[config.mk]
export PLATFORM = sky130hd
export DESIGN_NAME = midi_sysex_patch_receiver_core_flat
export DESIGN_NICKNAME = d
export VERILOG_FILES = /design/src/rtl/sxrx_pkg.sv /design/src/rtl/sxrx_req_if.sv /design/src/rtl/sxrx_rsp_if.sv /design/src/rtl/midi_sysex_patch_receiver_core.sv /design/src/rtl/sxrx_parser.sv /design/src/flat_wrapper.sv
export SDC_FILE = /design/constraint.sdc
export NUM_CORES = 1
export LEC_CHECK = 0
export BUFFER_PORTS_ARGS = -buffer_cell sky130_fd_sc_hd__buf_2
export CELL_PAD_IN_SITES_DETAIL_PLACEMENT = 2
export CELL_PAD_IN_SITES_GLOBAL_PLACEMENT = 2
export CORE_MARGIN = 2
export CORE_UTILIZATION = 42
export CTS_CLUSTER_SIZE = 16
export DETAILED_ROUTE_END_ITERATION = 8
export MAX_ROUTING_LAYER = met4
export PLACE_DENSITY_LB_ADDON = 0.1
export SLEW_MARGIN = 0
export SYNTH_ARGS = -nofsm -noshare
export SYNTH_HDL_FRONTEND = slang
export SYNTH_SLANG_ARGS = --single-unit
[constraint.sdc]
create_clock -name clk -period 5.55 [get_ports clk]
set_input_delay 1.11 -clock clk [delete_from_list [all_inputs] [get_ports clk]]
set_output_delay 1.11 -clock clk [all_outputs]
set_load 0.03 [all_outputs]
[src/rtl/sxrx_pkg.sv]
// shared types, constants and helpers for the sysex patch receiver
// no dependencies
`default_nettype none

package sxrx_pkg;

    localparam int unsigned PATCH_BYTES_DEF = 1536;
    localparam int unsigned HEADER_LEN = 5;

    localparam logic [7:0] DEFAULT_PORT = 8'h00;

    localparam logic [7:0] BYTE_EOX = 8'hf7;
    localparam logic [7:0] HDR_B0 = 8'hf0;
    localparam logic [7:0] HDR_B1 = 8'h00;
    localparam logic [7:0] HDR_B2 = 8'h00;
    localparam logic [7:0] HDR_B3 = 8'h7e;
    localparam logic [7:0] HDR_B4 = 8'h44;

    localparam logic [7:0] CMD_FULL_READ   = 8'h01;
    localparam logic [7:0] CMD_PATCH_WRITE = 8'h02;
    localparam logic [7:0] CMD_BLOCK_READ  = 8'h03;
    localparam logic [7:0] CMD_BLOCK_WRITE = 8'h04;
    localparam logic [7:0] CMD_PING        = 8'h0f;

    localparam logic [15:0] BLOCK_BYTES    = 16'd256;
    localparam logic [15:0] BLOCK_WRITE_CNT = 16'd257;
    localparam logic [15:0] COUNT_MAX      = 16'hffff;

    localparam logic [2:0] KIND_WRITE      = 3'd0;
    localparam logic [2:0] KIND_ACK        = 3'd1;
    localparam logic [2:0] KIND_DISACK     = 3'd2;
    localparam logic [2:0] KIND_FULL_DUMP  = 3'd3;
    localparam logic [2:0] KIND_BLOCK_DUMP = 3'd4;

    localparam logic [1:0] REASON_FEWER    = 2'd0;
    localparam logic [1:0] REASON_MORE     = 2'd1;
    localparam logic [1:0] REASON_CHECKSUM = 2'd2;
    localparam logic [1:0] REASON_INVALID  = 2'd3;

    localparam logic REQ_BYTE    = 1'b0;
    localparam logic REQ_TIMEOUT = 1'b1;

    typedef struct packed {
        logic       req_type;
        logic [7:0] port;
        logic [7:0] midi_byte;
    } req_t;

    typedef struct packed {
        logic [2:0]  result_kind;
        logic [14:0] write_addr;
        logic [6:0]  write_data;
        logic [1:0]  disack_reason;
        logic [6:0]  dump_block;
        logic [7:0]  reply_port;
        logic        commit_patch;
    } rsp_t;

    function automatic logic [7:0] hdr_byte(input logic [2:0] idx);
        logic [7:0] b;
        case (idx)
            3'd0:    b = HDR_B0;
            3'd1:    b = HDR_B1;
            3'd2:    b = HDR_B2;
            3'd3:    b = HDR_B3;
            3'd4:    b = HDR_B4;
            default: b = 8'h00;
        endcase
        return b;
    endfunction

    function automatic rsp_t make_rsp(
        input logic [2:0]  kind,
        input logic [14:0] addr,
        input logic [6:0]  data,
        input logic [1:0]  reason,
        input logic [6:0]  blk,
        input logic [7:0]  rport,
        input logic        commit
    );
        rsp_t r;
        r.result_kind   = kind;
        r.write_addr    = addr;
        r.write_data    = data;
        r.disack_reason = reason;
        r.dump_block    = blk;
        r.reply_port    = rport;
        r.commit_patch  = commit;
        return r;
    endfunction

endpackage

`default_nettype wire

[src/rtl/sxrx_req_if.sv]
// valid/ready channel carrying received midi bytes and timeout events
// no dependencies
`default_nettype none

interface sxrx_req_if;
    logic       valid;
    logic       ready;
    logic       req_type;
    logic [7:0] port;
    logic [7:0] midi_byte;

    modport source (output valid, output req_type, output port, output midi_byte,
                    input ready);
    modport sink (input valid, input req_type, input port, input midi_byte,
                  output ready);
endinterface

`default_nettype wire

[src/rtl/sxrx_rsp_if.sv]
// valid/ready channel carrying patch writes, acks, disacks and dump requests
// no dependencies
`default_nettype none

interface sxrx_rsp_if;
    logic        valid;
    logic        ready;
    logic [2:0]  result_kind;
    logic [14:0] write_addr;
    logic [6:0]  write_data;
    logic [1:0]  disack_reason;
    logic [6:0]  dump_block;
    logic [7:0]  reply_port;
    logic        commit_patch;

    modport source (output valid, output result_kind, output write_addr,
                    output write_data, output disack_reason, output dump_block,
                    output reply_port, output commit_patch, input ready);
    modport sink (input valid, input result_kind, input write_addr,
                  input write_data, input disack_reason, input dump_block,
                  input reply_port, input commit_patch, output ready);
endinterface

`default_nettype wire

[src/rtl/midi_sysex_patch_receiver_core.sv]
// sysex patch receiver top level: input register, parser, result register
// flow: an accepted transaction waits in the input register, its result in the result register
// throughput: one transaction per cycle while the result side keeps taking
// reset: clears the parser state, locked port to the default, both stages empty
// depends on sxrx_pkg, sxrx_req_if, sxrx_rsp_if, sxrx_parser
`default_nettype none

module midi_sysex_patch_receiver_core
    import sxrx_pkg::*;
#(
    parameter int unsigned PATCH_BYTES = PATCH_BYTES_DEF
)(
    input  wire logic clk,
    input  wire logic rst_n,
    sxrx_req_if.sink  req,
    sxrx_rsp_if.source rsp
);

    logic s1_valid_reg, s1_valid_next;
    req_t s1_item_reg;
    logic out_valid_reg, out_valid_next;
    rsp_t out_reg;

    logic advance;
    logic out_free;
    logic res_valid;
    rsp_t res;
    req_t in_item;

    assign out_free  = !out_valid_reg || rsp.ready;
    assign advance   = s1_valid_reg && out_free;
    assign req.ready = !s1_valid_reg || advance;

    assign in_item.req_type  = req.req_type;
    assign in_item.port      = req.port;
    assign in_item.midi_byte = req.midi_byte;

    sxrx_parser #(
        .PATCH_BYTES(PATCH_BYTES)
    ) u_parser (
        .clk       (clk),
        .rst_n     (rst_n),
        .step      (advance),
        .item      (s1_item_reg),
        .res_valid (res_valid),
        .res       (res)
    );

    always_comb
    begin
        s1_valid_next  = req.ready ? req.valid : s1_valid_reg;
        out_valid_next = out_free ? (advance && res_valid) : out_valid_reg;
    end

    always_ff @(posedge clk or negedge rst_n)
    begin
        if (!rst_n)
        begin
            s1_valid_reg  <= 1'b0;
            out_valid_reg <= 1'b0;
        end
        else
        begin
            s1_valid_reg  <= s1_valid_next;
            out_valid_reg <= out_valid_next;
        end
    end

    always_ff @(posedge clk)
    begin
        if (req.valid && req.ready)
            s1_item_reg <= in_item;
        if (advance && res_valid)
            out_reg <= res;
    end

    assign rsp.valid         = out_valid_reg;
    assign rsp.result_kind   = out_reg.result_kind;
    assign rsp.write_addr    = out_reg.write_addr;
    assign rsp.write_data    = out_reg.write_data;
    assign rsp.disack_reason = out_reg.disack_reason;
    assign rsp.dump_block    = out_reg.dump_block;
    assign rsp.reply_port    = out_reg.reply_port;
    assign rsp.commit_patch  = out_reg.commit_patch;

    // the parser only reports while a held transaction is consumed
    a_res_needs_step: assert property (@(posedge clk) disable iff (!rst_n)
        res_valid |-> advance)
        else $error("parser result without a consumed transaction");

    // an accepted transaction lands in the input stage
    a_input_loaded: assert property (@(posedge clk) disable iff (!rst_n)
        (req.valid && req.ready) |=> s1_valid_reg)
        else $error("accepted transaction lost at input stage");

    // a result that waits is not overwritten
    a_out_held: assert property (@(posedge clk) disable iff (!rst_n)
        (out_valid_reg && !rsp.ready) |=> (out_valid_reg && $stable(out_reg)))
        else $error("pending result changed while stalled");

    // patch writes carry no reply port and no commit
    a_write_fields: assert property (@(posedge clk) disable iff (!rst_n)
        (out_valid_reg && out_reg.result_kind == KIND_WRITE)
            |-> (out_reg.reply_port == 8'd0 && !out_reg.commit_patch))
        else $error("patch write with reply fields set");

endmodule

`default_nettype wire

[src/rtl/sxrx_parser.sv]
// sysex header match, port lock, command decode and checksum state
// depends on sxrx_pkg
`default_nettype none

module sxrx_parser
    import sxrx_pkg::*;
#(
    parameter int unsigned PATCH_BYTES = PATCH_BYTES_DEF
)(
    input  wire logic clk,
    input  wire logic rst_n,
    input  wire logic step,
    input  wire req_t item,
    output logic      res_valid,
    output rsp_t      res
);

    localparam logic [15:0] PATCH_CNT  = 16'(PATCH_BYTES);
    localparam logic [15:0] PATCH_DONE = 16'(PATCH_BYTES + 1);
    localparam logic [7:0]  LAST_BLOCK = 8'((PATCH_BYTES - 1) / 256);

    logic [2:0]  header_count_reg, header_count_next;
    logic        in_message_reg, in_message_next;
    logic        command_seen_reg, command_seen_next;
    logic        block_seen_reg, block_seen_next;
    logic [7:0]  command_code_reg, command_code_next;
    logic [7:0]  locked_port_reg, locked_port_next;
    logic [7:0]  running_sum_reg, running_sum_next;
    logic [7:0]  received_sum_reg, received_sum_next;
    logic [15:0] byte_count_reg, byte_count_next;
    logic [7:0]  block_number_reg, block_number_next;

    logic [7:0]  neg_sum;
    logic        sum_ok;
    logic [15:0] count_inc;
    logic        do_finish;
    logic [7:0]  b;

    assign neg_sum   = 8'd0 - running_sum_reg;
    assign sum_ok    = received_sum_reg == {1'b0, neg_sum[6:0]};
    assign count_inc = (byte_count_reg == COUNT_MAX) ? byte_count_reg
                                                     : byte_count_reg + 16'd1;
    assign b = item.midi_byte;

    always_comb
    begin
        header_count_next = header_count_reg;
        in_message_next   = in_message_reg;
        command_seen_next = command_seen_reg;
        block_seen_next   = block_seen_reg;
        command_code_next = command_code_reg;
        locked_port_next  = locked_port_reg;
        running_sum_next  = running_sum_reg;
        received_sum_next = received_sum_reg;
        byte_count_next   = byte_count_reg;
        block_number_next = block_number_reg;
        do_finish = 1'b0;
        res_valid = 1'b0;
        res       = '0;

        if (step)
        begin
            if (item.req_type == REQ_TIMEOUT)
            begin
                if (in_message_reg && item.port == locked_port_reg)
                    do_finish = 1'b1;
            end
            else if (!(in_message_reg && item.port != locked_port_reg))
            begin
                locked_port_next = item.port;
                if (!in_message_reg)
                begin
                    // header match, mismatch restarts without recheck
                    if (header_count_reg >= 3'(HEADER_LEN)
                        || b != hdr_byte(header_count_reg))
                    begin
                        do_finish = 1'b1;
                    end
                    else
                    begin
                        header_count_next = header_count_reg + 3'd1;
                        if (header_count_reg == 3'(HEADER_LEN - 1))
                            in_message_next = 1'b1;
                    end
                end
                else if (b[7])
                begin
                    if (b == BYTE_EOX && command_seen_reg)
                    begin
                        res_valid = 1'b1;
                        case (command_code_reg)
                            CMD_FULL_READ:
                                res = make_rsp(KIND_FULL_DUMP, '0, '0, '0, '0,
                                               locked_port_reg, 1'b0);
                            CMD_PATCH_WRITE:
                                if (byte_count_reg < PATCH_DONE)
                                    res = make_rsp(KIND_DISACK, '0, '0, REASON_FEWER, '0,
                                                   locked_port_reg, 1'b0);
                                else if (byte_count_reg > PATCH_DONE)
                                    res = make_rsp(KIND_DISACK, '0, '0, REASON_MORE, '0,
                                                   locked_port_reg, 1'b0);
                                else if (!sum_ok)
                                    res = make_rsp(KIND_DISACK, '0, '0, REASON_CHECKSUM,
                                                   '0, locked_port_reg, 1'b0);
                                else
                                    res = make_rsp(KIND_ACK, '0, '0, '0, '0,
                                                   locked_port_reg, 1'b1);
                            CMD_BLOCK_READ:
                                if (!block_seen_reg)
                                    res = make_rsp(KIND_DISACK, '0, '0, REASON_FEWER, '0,
                                                   locked_port_reg, 1'b0);
                                else
                                    res = make_rsp(KIND_BLOCK_DUMP, '0, '0, '0,
                                                   block_number_reg[6:0],
                                                   locked_port_reg, 1'b0);
                            CMD_BLOCK_WRITE:
                                if (byte_count_reg < BLOCK_WRITE_CNT)
                                    res = make_rsp(KIND_DISACK, '0, '0, REASON_FEWER, '0,
                                                   locked_port_reg, 1'b0);
                                else if (byte_count_reg > BLOCK_WRITE_CNT)
                                    res = make_rsp(KIND_DISACK, '0, '0, REASON_MORE, '0,
                                                   locked_port_reg, 1'b0);
                                else if (!sum_ok)
                                    res = make_rsp(KIND_DISACK, '0, '0, REASON_CHECKSUM,
                                                   '0, locked_port_reg, 1'b0);
                                else
                                    res = make_rsp(KIND_ACK, '0, '0, '0, '0,
                                                   locked_port_reg,
                                                   block_number_reg == LAST_BLOCK);
                            CMD_PING:
                                res = make_rsp(KIND_ACK, '0, '0, '0, '0,
                                               locked_port_reg, 1'b0);
                            default:
                                res_valid = 1'b0;
                        endcase
                    end
                    do_finish = 1'b1;
                end
                else if (!command_seen_reg)
                begin
                    command_seen_next = 1'b1;
                    command_code_next = b;
                    case (b)
                        CMD_PATCH_WRITE, CMD_BLOCK_WRITE:
                        begin
                            running_sum_next  = 8'd0;
                            byte_count_next   = 16'd0;
                            received_sum_next = 8'd0;
                        end
                        CMD_FULL_READ, CMD_BLOCK_READ, CMD_PING:
                        begin
                            command_seen_next = 1'b1;
                        end
                        default:
                        begin
                            res_valid = 1'b1;
                            res = make_rsp(KIND_DISACK, '0, '0, REASON_INVALID, '0,
                                           item.port, 1'b0);
                            do_finish = 1'b1;
                        end
                    endcase
                end
                else
                begin
                    case (command_code_reg)
                        CMD_PATCH_WRITE:
                        begin
                            if (byte_count_reg < PATCH_CNT)
                            begin
                                res_valid = 1'b1;
                                res = make_rsp(KIND_WRITE, byte_count_reg[14:0], b[6:0],
                                               '0, '0, 8'd0, 1'b0);
                                running_sum_next = running_sum_reg + b;
                            end
                            else if (byte_count_reg == PATCH_CNT)
                            begin
                                received_sum_next = b;
                            end
                            byte_count_next = count_inc;
                        end
                        CMD_BLOCK_READ:
                        begin
                            if (!block_seen_reg)
                            begin
                                block_number_next = b;
                                block_seen_next   = 1'b1;
                            end
                        end
                        CMD_BLOCK_WRITE:
                        begin
                            if (!block_seen_reg)
                            begin
                                block_number_next = b;
                                block_seen_next   = 1'b1;
                                running_sum_next  = running_sum_reg + b;
                            end
                            else
                            begin
                                if (byte_count_reg < BLOCK_BYTES)
                                begin
                                    res_valid = 1'b1;
                                    res = make_rsp(KIND_WRITE,
                                                   {block_number_reg[6:0],
                                                    byte_count_reg[7:0]},
                                                   b[6:0], '0, '0, 8'd0, 1'b0);
                                    running_sum_next = running_sum_reg + b;
                                end
                                else if (byte_count_reg == BLOCK_BYTES)
                                begin
                                    received_sum_next = b;
                                end
                                byte_count_next = count_inc;
                            end
                        end
                        default:
                        begin
                            res_valid = 1'b0;
                        end
                    endcase
                end
            end
        end

        if (do_finish)
        begin
            header_count_next = 3'd0;
            in_message_next   = 1'b0;
            command_seen_next = 1'b0;
            block_seen_next   = 1'b0;
            command_code_next = 8'd0;
        end
    end

    always_ff @(posedge clk or negedge rst_n)
    begin
        if (!rst_n)
        begin
            header_count_reg <= 3'd0;
            in_message_reg   <= 1'b0;
            command_seen_reg <= 1'b0;
            block_seen_reg   <= 1'b0;
            command_code_reg <= 8'd0;
            locked_port_reg  <= DEFAULT_PORT;
            running_sum_reg  <= 8'd0;
            received_sum_reg <= 8'd0;
            byte_count_reg   <= 16'd0;
            block_number_reg <= 8'd0;
        end
        else
        begin
            header_count_reg <= header_count_next;
            in_message_reg   <= in_message_next;
            command_seen_reg <= command_seen_next;
            block_seen_reg   <= block_seen_next;
            command_code_reg <= command_code_next;
            locked_port_reg  <= locked_port_next;
            running_sum_reg  <= running_sum_next;
            received_sum_reg <= received_sum_next;
            byte_count_reg   <= byte_count_next;
            block_number_reg <= block_number_next;
        end
    end

endmodule

`default_nettype wire
[src/flat_wrapper.sv]
// flat-port wrapper written by rule: the top's interface ports become plain ports
module midi_sysex_patch_receiver_core_flat import sxrx_pkg::*;
#(
    parameter int unsigned PATCH_BYTES = PATCH_BYTES_DEF
)
  (clk, rst_n, req_valid, req_req_type, req_port, req_midi_byte, req_ready, rsp_valid, rsp_result_kind, rsp_write_addr, rsp_write_data, rsp_disack_reason, rsp_dump_block, rsp_reply_port, rsp_commit_patch, rsp_ready);
  sxrx_req_if req_i ();
  sxrx_rsp_if rsp_i ();
  input  wire logic clk;
  input  wire logic rst_n;
  input wire logic [$bits(req_i.valid)-1:0] req_valid;
  input wire logic [$bits(req_i.req_type)-1:0] req_req_type;
  input wire logic [$bits(req_i.port)-1:0] req_port;
  input wire logic [$bits(req_i.midi_byte)-1:0] req_midi_byte;
  output wire logic [$bits(req_i.ready)-1:0] req_ready;
  output wire logic [$bits(rsp_i.valid)-1:0] rsp_valid;
  output wire logic [$bits(rsp_i.result_kind)-1:0] rsp_result_kind;
  output wire logic [$bits(rsp_i.write_addr)-1:0] rsp_write_addr;
  output wire logic [$bits(rsp_i.write_data)-1:0] rsp_write_data;
  output wire logic [$bits(rsp_i.disack_reason)-1:0] rsp_disack_reason;
  output wire logic [$bits(rsp_i.dump_block)-1:0] rsp_dump_block;
  output wire logic [$bits(rsp_i.reply_port)-1:0] rsp_reply_port;
  output wire logic [$bits(rsp_i.commit_patch)-1:0] rsp_commit_patch;
  input wire logic [$bits(rsp_i.ready)-1:0] rsp_ready;
  assign req_i.valid = req_valid;
  assign req_i.req_type = req_req_type;
  assign req_i.port = req_port;
  assign req_i.midi_byte = req_midi_byte;
  assign req_ready = req_i.ready;
  assign rsp_valid = rsp_i.valid;
  assign rsp_result_kind = rsp_i.result_kind;
  assign rsp_write_addr = rsp_i.write_addr;
  assign rsp_write_data = rsp_i.write_data;
  assign rsp_disack_reason = rsp_i.disack_reason;
  assign rsp_dump_block = rsp_i.dump_block;
  assign rsp_reply_port = rsp_i.reply_port;
  assign rsp_commit_patch = rsp_i.commit_patch;
  assign rsp_i.ready = rsp_ready;
  midi_sysex_patch_receiver_core #(.PATCH_BYTES(PATCH_BYTES)) u_core (.clk(clk), .rst_n(rst_n), .req(req_i), .rsp(rsp_i));
endmodule
Word-level counts from Yosys, hierarchy flattened
Index checks and enable logic that the tools add are counted.
{"block": "totals", "regBits": 123, "latchBits": 0, "mem_bits_rw": 0, "rom_bits": 0, "output_inout_bits": 45, "word_cells": 200, "mem_count": 0}
{"block": "classes", "addsub": 4, "mul": 0, "div_mod_pow": 0, "magnitude_cmp": 7, "eq_ne": 35, "shifts": 0, "muxes": 94, "bitwise_logic": 6, "n_reduce_logical": 32}
{"operator": "$mux 42", "count": 7}
{"operator": "$pmux 43 s5", "count": 1}
{"operator": "$mux 8", "count": 22}
{"operator": "$mux 43", "count": 4}
{"operator": "$mux 40", "count": 3}
{"operator": "$pmux 40 s2", "count": 1}
{"operator": "$mux 16", "count": 4}
{"operator": "$mux 1", "count": 41}
{"operator": "$eq 8x2->1 const B", "count": 4}
{"operator": "$lt 16x11->1 const B", "count": 2}
{"operator": "$lt 16x9->1 const B", "count": 2}
{"operator": "$pmux 16 s2", "count": 1}
{"operator": "$pmux 8 s2", "count": 2}
{"operator": "$pmux 8 s3", "count": 1}
{"operator": "$mux 3", "count": 6}
{"operator": "$ne 3x3->1 const B", "count": 6}
{"operator": "$add 16x1->16 const B", "count": 1}
{"operator": "$eq 16x11->1 const B", "count": 1}
{"operator": "$eq 16x16->1 const B", "count": 1}
{"operator": "$eq 16x9->1 const B", "count": 1}
{"operator": "$eq 8x1->1 const B", "count": 2}
{"operator": "$eq 8x3->1 const B", "count": 2}
{"operator": "$eq 8x4->1 const B", "count": 2}
{"operator": "$gt 16x11->1 const B", "count": 1}
{"operator": "33 further kinds", "count": 60}

Depth between registers and ports, before layout
Gate-level depths: netlist (run 1).
{"block": "logic_depth", "depth_word": 15, "mapped_depth": 9, "depth_no_buf": 8}

By module
Synthesis (run 1) repeated with hierarchy kept, for this count alone.
{"block": "unflattened", "hier_cells": 607, "hier_area_um2": 6357.3}
{"mod": "sxrx_parser", "n_inst": 1, "cells_each": 537, "area_per_inst_um2": 4444.3}
{"mod": "midi_sysex_patch_receiver_core", "n_inst": 1, "cells_each": 70, "area_per_inst_um2": 1913.1}

Worst setup path before layout (run 1)
No wires, ideal clock.
{"block": "synth_timing", "kind": "input to register", "startpoint": "in rsp_ready", "endpoint": "reg u_core.out_reg (netlist bit u_core.rsp.commit_patch), enable pin", "arrival_ns": 3.277, "required_ns": 5.142, "path_slack_ns": 1.865, "cell_stages": 5, "n_path_buf": 0, "path_cell_list": "or2b_2 > and4b_2 > nand3_1 > nor4b_2 > o32a_1"}
{"block": "synth_between", "elab_chain_len": 4}
{"element": "start: declaration", "line": "flat_wrapper.sv:24", "source": "input wire logic [$bits(rsp_i.ready)-1:0] rsp_ready;"}
{"element": "$logic_or 1x1->1 (*)", "line": "midi_sysex_patch_receiver_core.sv:30", "source": "assign out_free = !out_valid_reg || rsp.ready;"}
{"element": "$logic_and 1x1->1 (*)", "line": "midi_sysex_patch_receiver_core.sv:31", "source": "assign advance = s1_valid_reg && out_free;"}
{"element": "$mux 1", "line": "sxrx_parser.sv:61", "source": "if (step)"}
{"element": "$logic_and 1x1->1 (*)", "line": "midi_sysex_patch_receiver_core.sv:73", "source": "if (advance && res_valid)"}
{"element": "end signal: assignment", "line": "midi_sysex_patch_receiver_core.sv:74", "source": "out_reg <= res;"}
{"element": "end: declaration", "line": "midi_sysex_patch_receiver_core.sv:22", "source": "rsp_t out_reg;"}
Mark *: on every way between the ends. The rest lies on a longest branch, timed or not.
A chain may end at the register's enable or synchronous reset.

Final worst setup path (run 1)
{"block": "layout_timing", "startpoint": "reg u_core.s1_item_reg[8] (netlist name)", "endpoint": "reg u_core.out_reg (netlist bit u_core.rsp.commit_patch), enable pin"}
{"block": "layout_between", "elab_chain_len": 6}
{"element": "start: declaration", "line": "midi_sysex_patch_receiver_core.sv:20", "source": "req_t s1_item_reg;"}
{"element": "start signal: assignment", "line": "midi_sysex_patch_receiver_core.sv:72", "source": "s1_item_reg <= in_item;"}
{"element": "$ne 8x8->1", "line": "sxrx_parser.sv:68", "source": "else if (!(in_message_reg && item.port != locked_port_reg))"}
{"element": "$logic_and 1x1->1", "line": "sxrx_parser.sv:68"}
{"element": "$mux 1", "line": "sxrx_parser.sv:68"}
{"element": "$mux 1", "line": "sxrx_parser.sv:63", "source": "if (item.req_type == REQ_TIMEOUT)"}
{"element": "$mux 1", "line": "sxrx_parser.sv:61"}
{"element": "$logic_and 1x1->1", "line": "midi_sysex_patch_receiver_core.sv:73"}
Every way passes these cells.

==> results.sh, run 1 <==
export IMPL_synth_area_um2=6440
export IMPL_final_common_cell="buf_2"
export IMPL_fin_crit_sh_pct=61.5
export IMPL_globalRouteOverflowTotal=0
export IMPL_p_leak_uw=0.00296
export IMPL_slew_headroom_pct=13.2
export IMPL_core_um2=15100
export IMPL_synthArstFlopShare_pct=50.0
export IMPL_insertion_delay_ns=0.43
export IMPL_io_buffers=65
export IMPL_yosys_area_top_type="edfxtp_1"
export IMPL_worstMarginPinSlew_ns=1.29
export IMPL_synth_top_cell_area_share_pct=28.0
export IMPL_maxCapViolCount=0
export IMPL_tns_ns=0
export IMPL_cts_tree="done"
export IMPL_synth_ff_type="edfxtp_1"
export IMPL_grt_start_max_net_pins=61
export IMPL_worstPathMaxFanout=44
export IMPL_antenna_found_initial=0
export IMPL_placed_area_um2=6860
export IMPL_drive_above_1_share_pct=21.9
export IMPL_avgViaCountPerCell=5.93
export IMPL_hold_viol=0
export IMPL_drtIter0Drc=252
export IMPL_track_usage_pct=26.0
export IMPL_root_buffer="clkbuf_16"
export IMPL_worstReg2RegStart="u_core.s1_item_reg[8]$_DFFE_PP_"
export IMPL_synth_edf_count=60
export IMPL_seq_area_um2=3300
export IMPL_clk_pin_slew_ns=0.05
export IMPL_start_util_pct=42.7
export IMPL_ff2ff_path_depth=6
export IMPL_min_path_cells=2
export IMPL_multi_input_area_um2=2870
export IMPL_fin_cells=835
export IMPL_setup_violations_final=0
export IMPL_die_w_um=128
export IMPL_fmax_mhz=293
export IMPL_placedCellCount=803
export IMPL_outcome="finished clean"
export IMPL_pwr_density_cell_nw_per_um2=300
export IMPL_finalInstanceArea_um2=7460
export IMPL_dp_hpwl_um=12900
export IMPL_cts_buffers=17
export IMPL_cts_resized_gates=0
export IMPL_largest_reg_flops=17
export IMPL_dr_pass1_iters=4
export IMPL_cts_sinks=120
export IMPL_hold_buffers=0
export IMPL_num_fill_cells=1506
export IMPL_grt_pass1_wl_um=31200
export IMPL_wl_um=19400
export IMPL_min_to="u_core.u_parser.received_sum_reg[0]$_DFFE_PN0P_"
export IMPL_layout_cells_most_common_list="buf_2 (65), edfxtp_1 (60), dfrtp_1 (60)"
export IMPL_die_h_um=128
export IMPL_gp_congestion=0.814
export IMPL_fin_skew_ns=0.00853
export IMPL_nets=671
export IMPL_n_antenna_cell=0
export IMPL_num_vias=4954
export IMPL_worstSetupPathType="reg2reg"
export IMPL_drv_slew=0
export IMPL_synth_avg_cell_area_um2=11.2
export IMPL_yosysSeqAreaShare_pct=51.3
export IMPL_hp_class="reg2reg"
export IMPL_required_ns=5.59
export IMPL_crit_path_start_kind="flip-flop"
export IMPL_rsz0062_at_grt="false"
export IMPL_placementRows=45
export IMPL_crit_arrival_ns=3.46
export IMPL_cp_end_kind="flip-flop"
export IMPL_wl_per_cell_um=23.3
export IMPL_grt_pass1_vias=5433
export IMPL_synth_area_leaders="edfxtp_1 (28%), dfrtp_1 (23%), ha_1 (2.9%), and2_1 (2.8%), mux2_2 (2.8%)"
export IMPL_drcViolationCount=0
export IMPL_cts_buffer_depth=2
export IMPL_period_needed_ns=3.42
export IMPL_h_tree_depth=4
export IMPL_cts_setup_buffers=0
export IMPL_synthCells=577
export IMPL_dieArea_um2=16300
export IMPL_io_pins=66
export IMPL_ys_ff_latch=120
export IMPL_hp_start="u_core.u_parser.received_sum_reg[0]$_DFFE_PN0P_"
export IMPL_r2r_slack_ns=2.13
export IMPL_rr_endpoint="u_core.rsp.commit_patch$_SDFFCE_PP0P_"
export IMPL_ant_nets=0
export IMPL_ys_types=80
export IMPL_yosys_warnings=0
export IMPL_area_delta_synth_final_pct=15.9
export IMPL_holdWs_ns=0.545
export IMPL_power_uw=2240
export IMPL_syn_nets=614
export IMPL_ir_drop_uv=221
==> critical path: stages, from the launching register on <==
cell and delay, ns:
edfxtp_1 0.44, xor2_1 0.24, nor4_4 0.47, nand3_1 0.32
nor4b_2 0.35, buf_4 0.27, o32a_2 0.92
==> area by class of cell <==
type | instances | area share [%]
sequential | 120 | 44.3
tap | 188 | 3.15
multi-input combinational | 402 | 38.5
clock inverter | 11 | 1.96
clock buffer | 21 | 6.17
timing repair buffer | 69 | 4.76
inverter | 24 | 1.21
==> cells by family (layout without fill, tap and decap cells) <==
| logic type | Yosys count | after routing | synth area share (%) |
|---|---|---|---|
| AND/OR/NAND/NOR | 197 | 197 | 18.1 |
| AO/OA/AOI/OAI | 133 | 133 | 14.6 |
| buffers and inverters | 55 | 125 | 4.25 |
| multiplexers | 33 | 33 | 5.44 |
| adder cells (fa/ha/maj) | 16 | 16 | 3.22 |
| XOR/XNOR | 23 | 23 | 3.13 |
| flip-flops | 120 | 120 | 51.3 |
==> stage by stage <==
| stage | util (%) | worst slack (ns) |
|---|---|---|
| 2_1_floorplan | - | 1.86 |
| 3_3_place_gp | 45.4 | 1.96 |
| 3_5_place_dp | 45.4 | 1.80 |
| 4_1_cts | 49.5 | 2.10 |
| 5_1_grt | 49.5 | 1.92 |
| 6_report | 49.5 | 2.13 |
==> how the worst max path moves through the flow <==
stage,from,to,slack [ns],cells past startpoint
6_report,u_core.s1_item_reg[8]$_DFFE_PP_,u_core.rsp.commit_patch$_SDFFCE_PP0P_,2.13,6
5_1_grt,u_core.s1_item_reg[8]$_DFFE_PP_,u_core.rsp.disack_reason[1]$_SDFFCE_PP0P_,1.92,6
4_1_cts,u_core.s1_item_reg[8]$_DFFE_PP_,u_core.rsp.commit_patch$_SDFFCE_PP0P_,2.10,6
3_5_place_dp,rsp_ready,u_core.rsp.write_addr[2]$_SDFFCE_PP0P_,1.80,7
3_3_place_gp,rsp_ready,u_core.rsp.write_addr[5]$_SDFFCE_PP0P_,1.96,7
2_1_floorplan,rsp_ready,u_core.rsp.commit_patch$_SDFFCE_PP0P_,1.86,5
==> cells in the mapped netlist (all sizes together), types with 10 or more instances <==
master	instances
a21oi	20
a22o	14
and2	29
buf	10
clkbuf	21
dfrtp	60
edfxtp	60
ha	15
inv	24
mux2	16
mux2i	17
nand2	35
nand2b	13
nand3	19
nor2	27
nor3	13
o21ai	30
xor2	16
==> power by group <==
part	internal, uW	leakage, uW	switching [uW]
logic	36.2	0.00143	54.9
registers	955	0.00124	40.8
clock network	730	0.000285	425
==> metal layers <==
metal	routed length [um]	share of wire (%)	global-route usage, %	vias to the layer above
li1	-	-	-	2243
met1	8530	44	31.8	2584
met2	9930	51	43.7	106
met3	684	3.5	5.47	21
met4	284	1.5	7.89	0
met5	0	0	-	-
Power figures use the tool's default switching activity.
==> run 2, diff against run 1 <==
- CORE_UTILIZATION: 42 -> 39
- clock period: 5.55 -> 3.4 ns (I/O delays scaled with it)
==> results.sh, run 2 (synthesized netlist as in run 1, its figures left out) <==
export IMPL_hold_buffers=0
export IMPL_drtIter0Drc=182
export IMPL_pre_cts_slack_ns=0.219
export IMPL_placementRows=46
export IMPL_pwr_density_cell_nw_per_um2=474
export IMPL_core_um2=16000
export IMPL_tns_ns=0
export IMPL_ant_nets=0
export IMPL_outcome="finished clean"
export IMPL_crit_arrival_ns=3.20
export IMPL_maxCapViolCount=0
export IMPL_cts_resized_gates=0
export IMPL_insertion_delay_ns=0.43
export IMPL_fmax_mhz=316
export IMPL_worstMarginPinSlew_ns=1.07
export IMPL_required_ns=3.44
export IMPL_cts_sinks=120
export IMPL_power_uw=3610
export IMPL_fin_cells=879
export IMPL_nets=687
export IMPL_worstSetupPathType="reg2reg"
export IMPL_drive_above_1_share_pct=24.3
export IMPL_dieArea_um2=17600
export IMPL_clk_pin_slew_ns=0.06
export IMPL_io_buffers=65
export IMPL_placed_area_um2=7020
export IMPL_placedCellCount=847
export IMPL_die_h_um=133
export IMPL_num_vias=4917
export IMPL_fin_crit_sh_pct=92.9
export IMPL_antenna_found_initial=0
export IMPL_io_pins=66
export IMPL_wl_per_cell_um=21.9
export IMPL_p_leak_uw=0.00304
export IMPL_fin_ws_ns=0.240
export IMPL_die_w_um=133
export IMPL_cts_setup_buffers=0
export IMPL_slew_headroom_pct=28.5
export IMPL_fin_skew_ns=0.0185
export IMPL_track_usage_pct=23.8
export IMPL_grtUsageMet3_pct=3.68
export IMPL_grt_use_met2_pct=41.0
export IMPL_dr_pass1_iters=5
export IMPL_grt_start_max_net_pins=45
export IMPL_wl_um=19300
export IMPL_crit_path_start_kind="flip-flop"
export IMPL_gp_congestion=0.798
export IMPL_drcViolationCount=0
export IMPL_hp_class="in2async"
export IMPL_ir_drop_uv=402
export IMPL_n_antenna_cell=0
export IMPL_rsz0062_at_grt="false"
export IMPL_cts_tree="done"
export IMPL_final_common_cell="buf_2"
export IMPL_start_util_pct=40.3
export IMPL_busiest_layer="met2"
export IMPL_hold_viol=0
export IMPL_layout_cells_most_common_list="buf_2 (65), edfxtp_1 (60), dfrtp_1 (60)"
export IMPL_cp_end_kind="flip-flop"
export IMPL_h_tree_depth=4
export IMPL_setup_violations_final=0
export IMPL_cts_buffer_depth=2
export IMPL_num_fill_cells=1664
export IMPL_period_needed_ns=3.16
export IMPL_grt_pass1_vias=5548
export IMPL_dp_hpwl_um=13500
export IMPL_root_buffer="clkbuf_16"
export IMPL_grt_use_met1_pct=28.6
export IMPL_globalRouteOverflowTotal=0
export IMPL_drv_slew=0
export IMPL_worstPathMaxFanout=44
export IMPL_cts_buffers=17
export IMPL_largest_reg_flops=17
export IMPL_avgViaCountPerCell=5.59
export IMPL_grt_pass1_wl_um=31500
export IMPL_area_delta_synth_final_pct=18.3
export IMPL_finalInstanceArea_um2=7620
==> run 2: metrics by stage <==
step / hold WS, ns / utilization [%]
floorplan: 0.384 / -
global placement: 0.514 / 43.9
detailed placement: 0.527 / 43.9
CTS: 0.404 / 47.6
global route: 0.408 / 47.6
finish: 0.359 / 47.6
==> run 2: routing by layer <==
layer	routed length, um	up-vias	share of wire (%)
li1	-	2282	-
met1	8400	2511	44
met2	9940	108	52
met3	706	16	3.7
met4	239	0	1.2
met5	0	-	0
==> run 2: layout make-up <==
cell class / count / area [um2] / share of cell area, %
Inverter: 24 / 90.1 / 1.18
Clock inverter: 12 / 140 / 1.84
Multi-Input combinational cell: 402 / 2870 / 37.7
Timing Repair Buffer: 85 / 488 / 6.40
Tap cell: 216 / 270 / 3.55
Sequential cell: 120 / 3300 / 43.3
Clock buffer: 20 / 457 / 5.99
==> run 2: worst max-delay path, stage by stage, from the launching register on <==
cell and delay [ns]:
edfxtp_1 0.44, xor2_1 0.23, nor4_4 0.44, nand3_1 0.31, nor4b_2 0.40, o32a_2 0.94
==> run 2: path summary, 6_finish.rpt <==
kind	startpoint	to	slack (ns)	cells past startpoint
worst max-delay path	u_core.s1_item_reg[11]$_DFFE_PP_	u_core.rsp.write_data[4]$_SDFFCE_PP0P_	0.24	5
worst min-delay path	rst_n	u_core.u_parser.byte_count_reg[14]$_DFFE_PN0P_	0.36	1
worst max register to register	u_core.s1_item_reg[11]$_DFFE_PP_	u_core.rsp.write_data[4]$_SDFFCE_PP0P_	0.24	5
worst min register to register	u_core.rsp.valid$_DFFE_PN0N_	u_core.rsp.valid$_DFFE_PN0N_	0.53	1
max in group asynchronous	rst_n	u_core.u_parser.command_code_reg[1]$_DFFE_PN0P_	2.39	2
min in group clk	req_port[1]	u_core.s1_item_reg[9]$_DFFE_PP_	0.43	1
==> run 2: report_power, final <==
group          switching, uW  total [uW]  internal, uW  leakage (uW)
registers               54.2        1610          1560       0.00124
clock network            713        1840          1130      0.000284
logic                   96.6         162          65.7       0.00151
